--- src/rtl/dcse_pkg.sv ---
// Package for the density column span extractor.
// Field widths, register codes and fixed constants; no dependencies.
package dcse_pkg;

  localparam int DENS_W   = 16;  // density sample width (signed)
  localparam int HEIGHT_W = 22;  // span height width, 1/256 world units
  localparam int CELL_W   = 16;  // cell size, Q8.8
  localparam int CH_W     = 7;   // cells_high register width
  localparam int IDX_W    = 7;   // corner index width
  localparam int FRAC_W   = 9;   // crossing fraction, 0..256
  localparam int MAG_W    = 16;  // |density|
  localparam int SUM_W    = 17;  // |lower| + |upper|
  localparam int REM_W    = 18;  // divider partial remainder
  localparam int MUL_A_W  = 15;  // multiplier operand A
  localparam int PROD_W   = MUL_A_W + CELL_W;
  localparam int CFG_IDX_W = 1;
  localparam int CFG_DATA_W = 16;

  localparam logic [HEIGHT_W-1:0] HEIGHT_MAX = {HEIGHT_W{1'b1}};
  localparam logic [IDX_W-1:0]    IDX_MAX    = {IDX_W{1'b1}};

  localparam logic [CELL_W-1:0] CELL_SIZE_RST  = 16'd256;
  localparam logic [CH_W-1:0]   CELLS_HIGH_RST = 7'd64;

  typedef enum logic [CFG_IDX_W-1:0] {
    REG_CELL_SIZE  = 1'b0,
    REG_CELLS_HIGH = 1'b1
  } cfg_reg_e;

endpackage

--- src/rtl/dcse_in_if.sv ---
// Input channel of the density column span extractor: one density sample.
// Depends on dcse_pkg.
interface dcse_in_if;
  logic                               valid;
  logic                               ready;
  logic signed [dcse_pkg::DENS_W-1:0] density;
  logic                               column_last;

  modport source (output valid, output density, output column_last, input ready);
  modport sink   (input valid, input density, input column_last, output ready);
endinterface

--- src/rtl/dcse_out_if.sv ---
// Output channel of the density column span extractor: one span result.
// Depends on dcse_pkg.
interface dcse_out_if;
  logic                          valid;
  logic                          ready;
  logic                          span_valid;
  logic [dcse_pkg::HEIGHT_W-1:0] span_bottom;
  logic [dcse_pkg::HEIGHT_W-1:0] span_top;
  logic                          column_done;

  modport source (output valid, output span_valid, output span_bottom,
                  output span_top, output column_done, input ready);
  modport sink   (input valid, input span_valid, input span_bottom,
                  input span_top, input column_done, output ready);
endinterface

--- src/rtl/density_column_span_extract_top.sv ---
// Density column span extractor, top level.
// Depends on dcse_pkg, dcse_in_if and dcse_out_if.
//
//  Channel   Dir  Handshake     Transaction payload
//  --------  ---  ------------  -----------------------------------------------
//  in_i      in   valid/ready   density (s16), column_last
//  out_o     out  valid/ready   span_valid, span_bottom, span_top, column_done
//  cfg       in   cfg_we_i      cfg_idx_i: 0 = cell_size, 1 = cells_high
//
// Sequence: a sample passes the ceiling product, its saturation and the final
//   step before the next is taken; with a solid/air change above corner 0 it
//   also passes the radix-2 restoring divider for the 9-bit crossing fraction.
// One 15x16 multiplier is shared between the ceiling (cells * cell_size) and
//   the crossing height (((corner-1)*256 + frac) * cell_size); each product is
//   registered and saturated in the following cycle.
// Reset clears column state and loads cell_size = 256, cells_high = 64.
// Stalls: the result sits in an output register; the sequencer only waits in
//   its final step when a new result is due and the previous one is unclaimed.
module density_column_span_extract_top #(
  parameter int MAX_CELLS_HIGH = 64
) (
  input  logic                                clk_i,
  input  logic                                rst_ni,
  input  logic                                cfg_we_i,
  input  logic [dcse_pkg::CFG_IDX_W-1:0]      cfg_idx_i,
  input  logic [dcse_pkg::CFG_DATA_W-1:0]     cfg_wdata_i,
  dcse_in_if.sink                             in_i,
  dcse_out_if.source                          out_o
);

  localparam int NW = $clog2(MAX_CELLS_HIGH + 1);

  // one-hot sequencer
  typedef enum logic [6:0] {
    ST_IDLE = 7'b0000001,  // waiting for a sample
    ST_CMUL = 7'b0000010,  // ceiling product, divider setup
    ST_CSAT = 7'b0000100,  // ceiling saturation
    ST_DIV  = 7'b0001000,  // one quotient bit per cycle
    ST_XMUL = 7'b0010000,  // crossing height product
    ST_XSAT = 7'b0100000,  // clamp crossing to ceiling
    ST_FIN  = 7'b1000000   // update run state, load result
  } state_e;

  state_e state_q, state_d;

  // configuration
  logic [dcse_pkg::CELL_W-1:0] cell_size_q;
  logic [dcse_pkg::CH_W-1:0]   cells_high_q;

  // captured sample
  logic signed [dcse_pkg::DENS_W-1:0] density_q;
  logic                               last_q;

  // column state
  logic                                inside_q, inside_d;
  logic [dcse_pkg::HEIGHT_W-1:0]       run_bottom_q, run_bottom_d;
  logic signed [dcse_pkg::DENS_W-1:0]  prev_q, prev_d;
  logic [dcse_pkg::IDX_W-1:0]          corner_q, corner_d;

  // datapath
  logic [dcse_pkg::REM_W-1:0]    rem_q, rem_d;
  logic [dcse_pkg::SUM_W-1:0]    sum_q, sum_d;
  logic [dcse_pkg::FRAC_W-1:0]   quot_q, quot_d;
  logic [3:0]                    cnt_q, cnt_d;
  logic [dcse_pkg::PROD_W-1:0]   prod_q, prod_d;
  logic [dcse_pkg::HEIGHT_W-1:0] ceil_q, ceil_d;
  logic [dcse_pkg::HEIGHT_W-1:0] height_q, height_d;

  // result register
  logic                          out_valid_q, out_valid_d;
  logic                          res_span_q, res_span_d;
  logic [dcse_pkg::HEIGHT_W-1:0] res_bottom_q, res_bottom_d;
  logic [dcse_pkg::HEIGHT_W-1:0] res_top_q, res_top_d;
  logic                          res_done_q, res_done_d;

  function automatic logic [dcse_pkg::MAG_W-1:0] mag(
    input logic signed [dcse_pkg::DENS_W-1:0] v
  );
    logic [dcse_pkg::MAG_W-1:0] u;
    u = v;
    return v[dcse_pkg::DENS_W-1] ? (~u + 1'b1) : u;
  endfunction

  // clamped cell count for the ceiling
  logic [NW-1:0] n_cells;
  always_comb begin
    if (cells_high_q == '0) begin
      n_cells = NW'(1);
    end else if (int'(cells_high_q) > MAX_CELLS_HIGH) begin
      n_cells = NW'(MAX_CELLS_HIGH);
    end else begin
      n_cells = NW'(cells_high_q);
    end
  end

  // sample classification
  logic solid, open_run, close_run, need_cross;
  assign solid      = density_q > 16'sd0;
  assign open_run   = solid & ~inside_q;
  assign close_run  = ~solid & inside_q;
  assign need_cross = (open_run | close_run) && (corner_q != '0);

  // shared multiplier
  logic [dcse_pkg::MUL_A_W-1:0]  mul_a;
  logic [dcse_pkg::FRAC_W-1:0]   frac;
  logic [dcse_pkg::MUL_A_W-1:0]  corner_base;
  assign frac        = (sum_q == '0) ? '0 : quot_q;
  assign corner_base = {corner_q - 7'd1, 8'd0};
  assign mul_a = (state_q == ST_CMUL) ? dcse_pkg::MUL_A_W'(n_cells)
                                      : corner_base + dcse_pkg::MUL_A_W'(frac);

  // divider step
  logic                       div_ge;
  logic [dcse_pkg::REM_W-1:0] div_rem;
  assign div_ge  = rem_q >= dcse_pkg::REM_W'(sum_q);
  assign div_rem = div_ge ? rem_q - dcse_pkg::REM_W'(sum_q) : rem_q;

  // final-step result
  logic                          fin_inside, fin_emit, fin_produce, fin_go;
  logic [dcse_pkg::HEIGHT_W-1:0] fin_bottom, fin_top, cross_h;
  assign cross_h     = (corner_q == '0) ? '0 : height_q;
  assign fin_inside  = open_run | (inside_q & ~close_run);
  assign fin_bottom  = open_run ? cross_h : run_bottom_q;
  assign fin_emit    = close_run | (last_q & fin_inside);
  assign fin_top     = (last_q & fin_inside) ? ceil_q : cross_h;
  assign fin_produce = fin_emit | last_q;
  assign fin_go      = ~fin_produce | ~out_valid_q | out_o.ready;

  always_comb begin
    state_d      = state_q;
    inside_d     = inside_q;
    run_bottom_d = run_bottom_q;
    prev_d       = prev_q;
    corner_d     = corner_q;
    rem_d        = rem_q;
    sum_d        = sum_q;
    quot_d       = quot_q;
    cnt_d        = cnt_q;
    prod_d       = prod_q;
    ceil_d       = ceil_q;
    height_d     = height_q;
    out_valid_d  = out_valid_q & ~out_o.ready;
    res_span_d   = res_span_q;
    res_bottom_d = res_bottom_q;
    res_top_d    = res_top_q;
    res_done_d   = res_done_q;

    unique case (state_q)
      ST_IDLE: begin
        if (in_i.valid) begin
          state_d = ST_CMUL;
        end
      end
      ST_CMUL: begin
        prod_d  = mul_a * cell_size_q;
        rem_d   = dcse_pkg::REM_W'(mag(prev_q));
        sum_d   = dcse_pkg::SUM_W'(mag(prev_q)) + dcse_pkg::SUM_W'(mag(density_q));
        quot_d  = '0;
        cnt_d   = '0;
        state_d = ST_CSAT;
      end
      ST_CSAT: begin
        ceil_d  = (prod_q > dcse_pkg::PROD_W'(dcse_pkg::HEIGHT_MAX)) ? dcse_pkg::HEIGHT_MAX
                                                                 : prod_q[dcse_pkg::HEIGHT_W-1:0];
        state_d = need_cross ? ST_DIV : ST_FIN;
      end
      ST_DIV: begin
        quot_d = {quot_q[dcse_pkg::FRAC_W-2:0], div_ge};
        rem_d  = {div_rem[dcse_pkg::REM_W-2:0], 1'b0};
        cnt_d  = cnt_q + 4'd1;
        if (cnt_q == 4'(dcse_pkg::FRAC_W - 1)) begin
          state_d = ST_XMUL;
        end
      end
      ST_XMUL: begin
        prod_d  = mul_a * cell_size_q;
        state_d = ST_XSAT;
      end
      ST_XSAT: begin
        // height = product / 256, never above the ceiling
        if (prod_q[dcse_pkg::PROD_W-1:8] > 23'(ceil_q)) begin
          height_d = ceil_q;
        end else begin
          height_d = prod_q[dcse_pkg::HEIGHT_W+7:8];
        end
        state_d = ST_FIN;
      end
      ST_FIN: begin
        if (fin_go) begin
          if (fin_produce) begin
            out_valid_d  = 1'b1;
            res_span_d   = fin_emit;
            res_bottom_d = fin_emit ? fin_bottom : '0;
            res_top_d    = fin_emit ? fin_top : '0;
            res_done_d   = last_q;
          end
          if (last_q) begin
            inside_d     = 1'b0;
            run_bottom_d = '0;
            prev_d       = '0;
            corner_d     = '0;
          end else begin
            inside_d     = fin_inside;
            run_bottom_d = fin_bottom;
            prev_d       = density_q;
            if (corner_q != dcse_pkg::IDX_MAX) begin
              corner_d = corner_q + 7'd1;
            end
          end
          state_d = ST_IDLE;
        end
      end
      default: state_d = ST_IDLE;
    endcase
  end

  assign in_i.ready = (state_q == ST_IDLE);

  assign out_o.valid       = out_valid_q;
  assign out_o.span_valid  = res_span_q;
  assign out_o.span_bottom = res_bottom_q;
  assign out_o.span_top    = res_top_q;
  assign out_o.column_done = res_done_q;

  always_ff @(posedge clk_i or negedge rst_ni) begin
    if (!rst_ni) begin
      state_q      <= ST_IDLE;
      cell_size_q  <= dcse_pkg::CELL_SIZE_RST;
      cells_high_q <= dcse_pkg::CELLS_HIGH_RST;
      inside_q     <= 1'b0;
      run_bottom_q <= '0;
      prev_q       <= '0;
      corner_q     <= '0;
      cnt_q        <= '0;
      out_valid_q  <= 1'b0;
    end else begin
      state_q      <= state_d;
      inside_q     <= inside_d;
      run_bottom_q <= run_bottom_d;
      prev_q       <= prev_d;
      corner_q     <= corner_d;
      cnt_q        <= cnt_d;
      out_valid_q  <= out_valid_d;
      if (cfg_we_i) begin
        unique case (dcse_pkg::cfg_reg_e'(cfg_idx_i))
          dcse_pkg::REG_CELL_SIZE:  cell_size_q  <= cfg_wdata_i;
          dcse_pkg::REG_CELLS_HIGH: cells_high_q <= cfg_wdata_i[dcse_pkg::CH_W-1:0];
        endcase
      end
    end
  end

  // payload registers
  always_ff @(posedge clk_i) begin
    if (in_i.valid && in_i.ready) begin
      density_q <= in_i.density;
      last_q    <= in_i.column_last;
    end
    rem_q        <= rem_d;
    sum_q        <= sum_d;
    quot_q       <= quot_d;
    prod_q       <= prod_d;
    ceil_q       <= ceil_d;
    height_q     <= height_d;
    res_span_q   <= res_span_d;
    res_bottom_q <= res_bottom_d;
    res_top_q    <= res_top_d;
    res_done_q   <= res_done_d;
  end

`ifndef ASSERT_OFF
  // a result without a span is only ever the column-end marker
  a_nospan_is_colend: assert property (@(posedge clk_i) disable iff (!rst_ni)
    out_valid_q && !res_span_q |-> res_done_q)
    else $error("span-less result without column_done");

  // an accepted sample always starts the sequencer
  a_accept_starts: assert property (@(posedge clk_i) disable iff (!rst_ni)
    in_i.valid && in_i.ready |=> state_q == ST_CMUL)
    else $error("accepted sample did not start the sequencer");

  // divider never runs past the last quotient bit
  a_div_count: assert property (@(posedge clk_i) disable iff (!rst_ni)
    state_q == ST_DIV |-> cnt_q < 4'(dcse_pkg::FRAC_W))
    else $error("divider step count out of range");

  // column end leaves the column state cleared
  a_colend_clear: assert property (@(posedge clk_i) disable iff (!rst_ni)
    state_q == ST_FIN && fin_go && last_q |=> corner_q == '0 && !inside_q)
    else $error("column state not cleared at column end");
`endif

endmodule

--- src/flat_wrapper.sv ---
// flat-port wrapper written by rule: the top's interface ports become plain ports
module density_column_span_extract_top_flat 
#(
  parameter int MAX_CELLS_HIGH = 64
)
  (clk_i, rst_ni, cfg_we_i, cfg_idx_i, cfg_wdata_i, in_i_valid, in_i_density, in_i_column_last, in_i_ready, out_o_valid, out_o_span_valid, out_o_span_bottom, out_o_span_top, out_o_column_done, out_o_ready);
  dcse_in_if in_i_i ();
  dcse_out_if out_o_i ();
  input  logic clk_i;
  input  logic rst_ni;
  input  logic cfg_we_i;
  input  logic [dcse_pkg::CFG_IDX_W-1:0] cfg_idx_i;
  input  logic [dcse_pkg::CFG_DATA_W-1:0] cfg_wdata_i;
  input wire logic [$bits(in_i_i.valid)-1:0] in_i_valid;
  input wire logic [$bits(in_i_i.density)-1:0] in_i_density;
  input wire logic [$bits(in_i_i.column_last)-1:0] in_i_column_last;
  output wire logic [$bits(in_i_i.ready)-1:0] in_i_ready;
  output wire logic [$bits(out_o_i.valid)-1:0] out_o_valid;
  output wire logic [$bits(out_o_i.span_valid)-1:0] out_o_span_valid;
  output wire logic [$bits(out_o_i.span_bottom)-1:0] out_o_span_bottom;
  output wire logic [$bits(out_o_i.span_top)-1:0] out_o_span_top;
  output wire logic [$bits(out_o_i.column_done)-1:0] out_o_column_done;
  input wire logic [$bits(out_o_i.ready)-1:0] out_o_ready;
  assign in_i_i.valid = in_i_valid;
  assign in_i_i.density = in_i_density;
  assign in_i_i.column_last = in_i_column_last;
  assign in_i_ready = in_i_i.ready;
  assign out_o_valid = out_o_i.valid;
  assign out_o_span_valid = out_o_i.span_valid;
  assign out_o_span_bottom = out_o_i.span_bottom;
  assign out_o_span_top = out_o_i.span_top;
  assign out_o_column_done = out_o_i.column_done;
  assign out_o_i.ready = out_o_ready;
  density_column_span_extract_top #(.MAX_CELLS_HIGH(MAX_CELLS_HIGH)) u_core (.clk_i(clk_i), .rst_ni(rst_ni), .cfg_we_i(cfg_we_i), .cfg_idx_i(cfg_idx_i), .cfg_wdata_i(cfg_wdata_i), .in_i(in_i_i), .out_o(out_o_i));
endmodule
--- config.mk ---
export PLATFORM = sky130hd
export DESIGN_NAME = density_column_span_extract_top_flat
export DESIGN_NICKNAME = d
export VERILOG_FILES = /design/src/rtl/dcse_pkg.sv /design/src/rtl/dcse_in_if.sv /design/src/rtl/dcse_out_if.sv /design/src/rtl/density_column_span_extract_top.sv /design/src/flat_wrapper.sv
export SDC_FILE = /design/constraint.sdc
export NUM_CORES = 1
export LEC_CHECK = 0
export CORE_UTILIZATION = 45
export CTS_BUF_LIST = sky130_fd_sc_hd__clkbuf_16
export DETAILED_ROUTE_END_ITERATION = 8
export DONT_BUFFER_PORTS = 1
export SLEW_MARGIN = 20
export SYNTH_ARGS = -nofsm -noshare
export SYNTH_HDL_FRONTEND = slang
export SYNTH_SLANG_ARGS = --single-unit
--- constraint.sdc ---
create_clock -name clk_i -period 16.9 [get_ports clk_i]
set_clock_uncertainty 0.15 [all_clocks]
set_input_delay 0.845 -clock clk_i [delete_from_list [all_inputs] [get_ports clk_i]]
set_output_delay 0.845 -clock clk_i [all_outputs]
set_load 0.02 [all_outputs]
* Word-level counts from Yosys, hierarchy flattened *
Index checks and enable logic that the tools add are counted.

word-level totals
  register bits = 263
  output and inout port bits = 48
  word-level logic and storage cells = 109

operators by class
  add/sub/neg operators = 8
  multiply operators = 1
  magnitude comparators = 5
  eq/ne operators = 12
  multiplexer cells = 27
  bitwise gates (word level) = 20
  reduce and logical (&&, ||, !) cells = 15

operators by type and width
  operator                                                                            count
  22-bit two-way mux                                                                  5
  7-bit two-way mux                                                                   8
  7-bit one-hot mux with 7 select lines                                               1
  16-bit two-way mux                                                                  3
  18-bit one-hot mux with 2 select lines                                              1
  16-bit by 1-bit adder with 16-bit output (second input constant)                    2
  16-bit NOT                                                                          2
  31-bit by 22-bit greater-than comparator with 1-bit output (second input constant)  1
  15-bit by 16-bit multiplier with 31-bit output                                      1
  23-bit by 22-bit greater-than comparator with 1-bit output                          1
  18-bit by 17-bit >= comparator with 1-bit output                                    1
  9-bit one-hot mux with 2 select lines                                               1
  16-bit by 16-bit adder with 17-bit output                                           1
  17-bit zero test                                                                    1
  17-bit two-way mux                                                                  1
  17-bit subtractor                                                                   1
  16-bit by 1-bit greater-than comparator with 1-bit output (second input constant)   1
  15-bit by 9-bit adder with 15-bit output                                            1
  15-bit two-way mux                                                                  1
  7-bit zero test                                                                     2
  9-bit two-way mux                                                                   1
  3-bit AND reduction                                                                 3
  4-bit one-hot mux with 2 select lines                                               1
  7-bit by 1-bit adder with 7-bit output (second input constant)                      1
  23 further kinds                                                                    46

* Longest topological paths before layout *
Gate-level depths: netlist of the first run.

  word-level depth = 14
  depth in mapped cells = 34
  mapped depth without buffers = 33

* Worst setup path before layout of the first run *
Ideal clock, no wire load.

  path type = flip-flop to flip-flop
  start point = reg u_core.sum_q[6] (netlist name)
  end point = reg u_core.prod_q[30] (netlist name) (data pin)
  arrival time = 7.270 ns
  data required time = 16.490 ns
  setup slack = 9.220 ns
  cell stages (with the launch flop) = 31
  clock period less this slack = 7.680 ns
  path through = edfxtp_1 > nor4_1 > nand2_1 > nor4_1 > nand4_1 > and2_1 > ha_1 > ha_1 > nand2_1 > nor2_1 > xnor2_1 > nor2_1 > clkbuf_1 > nand2_1 > fa_1 > fa_1 > inv_1 > fa_1 > fa_1 > fa_1 > inv_1 > fa_1 > inv_1 > ha_1 > and3_1 > nand2_1 > o21ai_1 > a41oi_2 > o21ai_1 > a41oi_2 > xnor2_1

between the ends
  cells in the longest elaborated chain, start to end = 5

ends and longest elaborated chain
  element                                         RTL line                                                                        RTL
  start, declared                                 density_column_span_extract_top.sv:62                                           logic [dcse_pkg::SUM_W-1:0] sum_q, sum_d;
  start signal, assigned                          density_column_span_extract_top.sv:260                                          sum_q <= sum_d;
  17-bit zero test                                density_column_span_extract_top.sv:107                                          assign frac = (sum_q == '0) ? '0 : quot_q;
  9-bit two-way mux                               density_column_span_extract_top.sv:107
  15-bit by 9-bit adder with 15-bit output        density_column_span_extract_top.sv:110                                          : corner_base + dcse_pkg::MUL_A_W'(frac);
  15-bit two-way mux                              density_column_span_extract_top.sv:109                                          assign mul_a = (state_q == ST_CMUL) ? dcse_pkg::MUL_A_W'(n_cells)
  15-bit by 16-bit multiplier with 31-bit output  density_column_span_extract_top.sv:155, density_column_span_extract_top.sv:176
  end signal, assigned                            density_column_span_extract_top.sv:262                                          prod_q <= prod_d;
  end, declared                                   density_column_span_extract_top.sv:65                                           logic [dcse_pkg::PROD_W-1:0] prod_q, prod_d;

Every way passes these cells.
A chain may end at the register's enable or synchronous reset.

* Worst setup path after layout of the first run *
  start point = reg u_core.sum_q[10] (netlist name)
  end point = reg u_core.prod_q[30] (netlist name) (data pin)

Same word-level chain as after synthesis.

==> results.txt, run 1 <==
----------------------------------------------------
[Outcome]
  Run status ... finished clean

[GRT]
  Number of global-route vias before repair ... approximately 16000
  First-pass GRT wire length ... between 80000 and 90000 um
  Initial antenna violation count ... 0
  Remaining global-route overflow ... 0
  Global-route usage over all layers ... a little over a fifth
  Pin count of the biggest net entering global routing ... 82

[Worst setup path]
  CP most frequent cell ... fa_1
  CP Data Required Time ... ~17 ns
  Kind of launch point of the worst setup path ... register
  Critical path's slowest cell ... nor2_1
  Critical Path AT ... a little over 9 ns
  CP Capture Type ... register
  Crit path max-delay family ... adder cells
  Maximum cell stage delay along the critical path ... ~0.73 ns
  Crit-path max FO ... 16
  Kind of critical path ... register to register
  Critical path buffers and inverters ... 3

[Timing]
  Final TNS setup ... 0 ns
  RSZ-0062 raised after global routing ... no
  Final cycle utilization of the critical path ... 52.9%
  Relative max-transition margin ... approximately 29%
  Max-slew violation count ... 0
  Time the final worst path needs with I/O delays and setup ... between 8 and 9 ns
  Timing-limited maximum frequency ... between 0.1 and 0.15 GHz
  Number of endpoints with negative hold slack in the final report ... 0
  Worst Max-Slew Pin Slew ... 1.07 ns
  Setup Viol. Count Final ... 0

[Synthesis]
  Top FF cell, synth ... edfxtp_1
  Number of flops mapped to enable cells by yosys ... approximately 180
  Number of synthesized register bits ... between 200 and 300
  Warnings from Yosys ... 0
  Synthesized net count ... approximately 2500
  Avg Cell Area, Syn ... around 10 um^2
  Proportion of register bits with asynchronous set or reset after synthesis ... 30.8%
  Cell area after synthesis ... between 20000 and 25000 um^2
  Count of mapped cells out of synthesis ... approximately 2100
  Count of unique library cells instantiated by Yosys ... between 70 and 80
  Sequential-to-total area share from yosys stat ... a little over a third

[Floorplan]
  Core region area ... between 40000 and 50000 um^2
  Vert. Die Dim ... approximately 220 um
  Effective utilization at floorplan ... 46.0%
  Die ar. ... ~49000 um^2
  Number of primary I/O pins ... slightly below 90
  Die Span X ... 221 um
  Placement row count ... a little under 80

[Clock tree]
  Clk Tree Root Cell ... clkbuf_16
  Post-CTS setup-driven buffer insertion count ... 0
  Clock sinks ... between 200 and 300
  Number of buffers on the longest clock path ... 3
  Clock latency at the later pin of the worst-skew pair ... about 0.59 ns
  CTS tree ... built
  Cells resized by post-CTS repair ... 0
  Clock-pin slew reported for the worst setup and hold paths after clock tree synthesis ... around 0.060 ns
  Quantity of hold-fixing buffers added after cts ... 1
  Number of H-tree branching levels ... 1
  Number of CTS-inserted buffers ... 30

[Placed design]
  Half-perimeter wire length of the detailed placement result ... 39500 um
  Count of input and output buffers ... 0
  Placer congestion estimate ... 0.877

[Layout]
  Combined flip-flop and latch cell area ... about 7500 um^2
  Share of final-layout standard cells stronger than drive strength 1 ... under 10%
  Final cell utilization of the core ... 49.5%
  Area growth from synthesis to layout ... 7.62%
  Total area of multi-input combinational cells ... roughly 13000 um^2
  # diodes ... 0
  Total number of nets in the final design ... approximately 2500
  Filler cell count in the final layout ... around 4300

[Route]
  First-pass detailed-route iteration total ... 5
  Total Wirelength ... around 52000 um
  Detail-routed via count per cell ... approximately 5.5
  Routed wire per std cell ... 18.9 um
  Iteration-0 DRC count of the detailed router ... 1147
  Drt drc ... 0
  Number of vias in the routed layout ... around 15000
  Post-route ant nets ... 0

[Job]
  Count of max-cap constraint violations ... 0

[Hold path]
  Kind of path behind the tightest hold check ... primary input to asynchronous set/reset pin

----------------------------------------------------
## registers in the layout, indices dropped and copies added, names as in the netlist, 7 cells and up
register,flops
u_core.ceil_q,22
u_core.cell_size_q,16
u_core.cells_high_q,7
u_core.corner_q,7
u_core.density_q,16
u_core.height_q,22
u_core.out_o.span_bottom,22
u_core.out_o.span_top,22
u_core.prev_q,16
u_core.prod_q,31
u_core.quot_q,9
u_core.rem_q,18
u_core.run_bottom_q,22
u_core.state_q,7
u_core.sum_q,17
## per-stage QoR
| step | instance area, um^2 | std cells | setup WS, ns | hold WS, ns |
|---|---|---|---|---|
| finish | 23200 | 2740 | 7.95 | 0.0236 |
| global route | 23200 | 2740 | 7.20 | 0.0369 |
| CTS | 23200 | 2740 | 7.92 | 0.0341 |
| detailed placement | 22100 | 2683 | 7.94 | 0.317 |
| global placement | 22100 | 2683 | 8.05 | 0.311 |
| floorplan | 21600 | 2146 | 9.22 | 0.300 |
## worst paths after layout
check                                       startpoint                     end  slack (ns)  cells past startpoint
worst min register to register  u_core.run_bottom_q[8]  u_core.run_bottom_q[8]        0.33                      2
max in group asynchronous                       rst_ni   u_core.cell_size_q[8]       16.19                      1
worst max register to register        u_core.sum_q[10]       u_core.prod_q[30]        7.95                     29
min in group clk_i                    in_i_column_last           u_core.last_q        0.20                      0
worst max-delay path                  u_core.sum_q[10]       u_core.prod_q[30]        7.95                     29
worst min-delay path                            rst_ni       u_core.prev_q[10]        0.02                      1
## cell families after synthesis
group,Yosys count,share of synthesized area [%]
compound gates,324,9.54
flops,263,34.7
mux,55,2.82
xor+xnor,85,3.45
simple gates,721,16.9
fa+ha+maj,342,26.1
buf+inv,356,6.46
## per-layer routing
layer  global-route usage (%)  vias to the layer above  wire length, um
met2                     37.6                      346            25100
met4                     6.68                        0             1450
met5                        0                        -                0
met3                     1.85                       80             1770
li1                         -                     7085                -
met1                     29.2                     7519            23500
## cell usage in the layout (no fill, tap or decap), drive strengths merged, types with 30 or more instances in the layout
cell type,instances
a21o,30
a21oi,115
and2,114
clkbuf,30
dfrtp,78
edfxtp,182
fa,182
ha,160
inv,269
mux2,47
nand2,276
nand2b,47
nand3,68
nor2,81
o21ai,90
xnor2,67
## worst register-to-register path, delay by kind of cell (launching register included)
kind	cells	cell delay (ns)
compound gates	4	1.00
fa+ha+maj	9	3.98
flops	1	0.39
simple gates	11	2.72
buf+inv	3	0.15
xor+xnor	2	0.31
## synth_stat cells, types with 15 or more instances
cell type	number	share of area (%)
a21oi_1	113	2.6
xnor2_1	67	2.7
o31ai_1	19	0.66
nand3_1	67	1.6
ha_1	160	9.3
clkbuf_1	62	1.1
xor2_1	18	0.73
a21o_1	30	1.0
nand2_1	276	4.8
buf_2	18	0.42
and2_1	114	3.3
and3_1	18	0.52
mux2_2	47	2.5
o21ai_2	18	0.73
nor3_1	15	0.35
edfxtp_1	182	25
o21ai_0	67	1.6
or2_2	24	0.70
inv_1	264	4.6
nor2_1	80	1.4
nand2b_1	47	1.4
dfrtp_1	78	9.0
fa_1	182	17
## final cells by class
type / instances / share of cell area, %
timing repair buffer: 23 / 0.829
inverter: 264 / 4.26
clock inverter: 26 / 1.36
multi-input combinational: 1527 / 54.8
sequential: 263 / 32.3
tap: 607 / 3.27
clock buffer: 30 / 3.23
Power of run 1 is left out: the tool's default activity adds up to more than one toggle a clock period on the data nets, which glitch-free logic cannot reach.
==> run 2: changes to the inputs <==
Clock period 16.9 ns to 9.2 ns, I/O delays scaled along.
==> results.txt, run 2 (synthesis results as in run 1) <==
----------------------------------------------------
[Outcome]
  Run status ... finished clean

[Layout]
  Largest register FFs ... 31 (unchanged)
  Leading cell type in the layout, fill and taps excluded ... nand2_1
  Area growth from synthesis to layout ... 9.39%
  Top register by number of flip-flops ... u_core.prod_q
  Filler cell count in the final layout ... 4220 (-0.89%)
  Total number of nets in the final design ... 2533 (+1.7%)
  Leading cell types in the layout, fill and taps excluded ... 276 x nand2_1, 270 x inv_1, 182 x fa_1, 182 x edfxtp_1, 160 x ha_1
  Share of final-layout standard cells stronger than drive strength 1 ... 8.92% (-0.18 points)

[Timing]
  Number of endpoints with negative hold slack in the final report ... 0 (unchanged)
  Timing-limited maximum frequency ... 0.116 GHz (+4.0%)
  Worst Max-Slew Pin Slew ... 0.912 ns (-0.159 ns)
  Final TNS setup ... 0 ns (unchanged)
  Max-slew violation count ... 0 (unchanged)
  Relative max-transition margin ... 39.2% (+11 points)
  Setup Viol. Count Final ... 0 (unchanged)
  RSZ-0062 raised after global routing ... no
  Time the final worst path needs with I/O delays and setup ... 8.61 ns (-0.342 ns)
  Final cycle utilization of the critical path ... 93.5% (+41 points)

[Worst setup path]
  Maximum cell stage delay along the critical path ... 0.55 ns (-0.18 ns)
  Kind of critical path ... register to register
  FF-to-FF setup slack ... 0.59 ns (-7.36 ns)
  Critical path's slowest cell ... fa_1
  CP Data Required Time ... 9.37 ns (-7.70 ns)
  Depth of the worst register-to-register path ... 28 (-3.4%)
  Critical Path Sink ... u_core.prod_q[23]
  Capture instance of the worst register-to-register path ... u_core.prod_q[23]
  FF-to-FF Start ... u_core.sum_q[6]
  Kind of launch point of the worst setup path ... register
  Critical Path AT ... 8.78 ns (-0.34 ns)
  CP Capture Type ... register
  CP most frequent cell ... fa_1
  Beginning of the critical path ... u_core.sum_q[6]
  Crit-path max FO ... 10 (-6)

[Placed design]
  Half-perimeter wire length of the detailed placement result ... 38900 um (-1.4%)
  Count of input and output buffers ... 0 (unchanged)
  Placer congestion estimate ... 0.888 (+1.2%)

[Floorplan]
  Effective utilization at floorplan ... 46.0% (unchanged)
  Core region area ... 47000 um^2 (unchanged)
  Placement row count ... 79 (unchanged)
  Vert. Die Dim ... 221 um (unchanged)
  Number of primary I/O pins ... 87 (unchanged)
  Die ar. ... 48900 um^2 (unchanged)
  Die Span X ... 221 um (unchanged)

[Route]
  First-pass detailed-route iteration total ... 5 (unchanged)
  Routed wire per std cell ... 18.2 um (-4.0%)
  Iteration-0 DRC count of the detailed router ... 970 (-15%)
  Post-route ant nets ... 0 (unchanged)
  Detail-routed via count per cell ... 5.36 (-2.3%)
  Total Wirelength ... 50600 um (-2.5%)
  Drt drc ... 0 (unchanged)
  Number of vias in the routed layout ... 14900 (-0.71%)

[Clock tree]
  Clk Tree Root Cell ... clkbuf_16
  Cells resized by post-CTS repair ... 0 (unchanged)
  Quantity of hold-fixing buffers added after cts ... 37 (+36)
  Number of buffers on the longest clock path ... 3 (unchanged)
  Clock-pin slew reported for the worst setup and hold paths after clock tree synthesis ... 0.06 ns (about the same)
  CTS tree ... built
  Number of CTS-inserted buffers ... 30 (unchanged)
  Clock sinks ... 263 (unchanged)
  Clock latency at the later pin of the worst-skew pair ... 0.60 ns (about the same)
  Post-CTS setup-driven buffer insertion count ... 0 (unchanged)
  Number of H-tree branching levels ... 1 (unchanged)

[Job]
  Count of max-cap constraint violations ... 0 (unchanged)

[GRT]
  Pin count of the biggest net entering global routing ... 82 (unchanged)
  Initial antenna violation count ... 2 (+2)
  Remaining global-route overflow ... 0 (unchanged)
  Number of global-route vias before repair ... 15300 (-1.9%)
  Global-route usage over all layers ... 21.2% (-0.58 points)
  First-pass GRT wire length ... 82800 um (-2.4%)

[Hold path]
  Kind of path behind the tightest hold check ... primary input to register

----------------------------------------------------
## run 2: through the flow
stage	instance area [um^2]	utilization, %	worst slack (ns)	hold WS (ns)	instances
floorplan	21600	-	1.52	0.0144	2146
finish	23600	50.3	0.594	0.117	2784
CTS	23600	50.3	0.616	0.0797	2783
detailed placement	22200	47.3	0.636	0.0177	2690
global placement	22200	47.3	0.847	0.0171	2690
global route	23600	50.3	0.105	0.151	2783
## run 2: area by class of cell
cell class / count / area, um^2 / area share (%)
Tap cell: 607 / 759 / 3.22
Sequential cell: 263 / 7500 / 31.7
Antenna cell: 1 / 2.50 / 0.0106
Timing Repair Buffer: 66 / 606 / 2.56
Clock buffer: 30 / 751 / 3.18
Inverter: 264 / 991 / 4.20
Multi-Input combinational cell: 1527 / 12700 / 53.9
Clock inverter: 26 / 277 / 1.17
## run 2: worst min path at each step
stage | startpoint | to | cells after the start
after floorplan | rst_ni | u_core.cell_size_q[0] | 0
after global placement | rst_ni | u_core.cell_size_q[11] | 0
after detailed placement | rst_ni | u_core.cell_size_q[11] | 0
after CTS | out_o_ready | u_core.corner_q[6] | 3
after global routing | out_o_ready | u_core.corner_q[6] | 3
final | out_o_ready | u_core.corner_q[6] | 3
## run 2: worst max-delay path: cells and delay by family (launching register included)
kind                     cells  cell delay, ns
AND/OR/NAND/NOR              9            2.50
AO/OA/AOI/OAI                5            0.83
XOR/XNOR                     2            0.27
buffers and inverters        3            0.41
flip-flops                   1            0.39
adder cells (fa/ha/maj)      9            3.82
## run 2: routing by layer
layer / GRT usage (%) / vias up / routed length [um]
met3: 2.82 / 64 / 2010
met1: 29.0 / 7411 / 23600
met4: 5.35 / 0 / 983
li1: - / 7177 / -
met2: 35.7 / 272 / 24000
met5: 0 / - / 0
Power of run 2 is left out for the same reason.
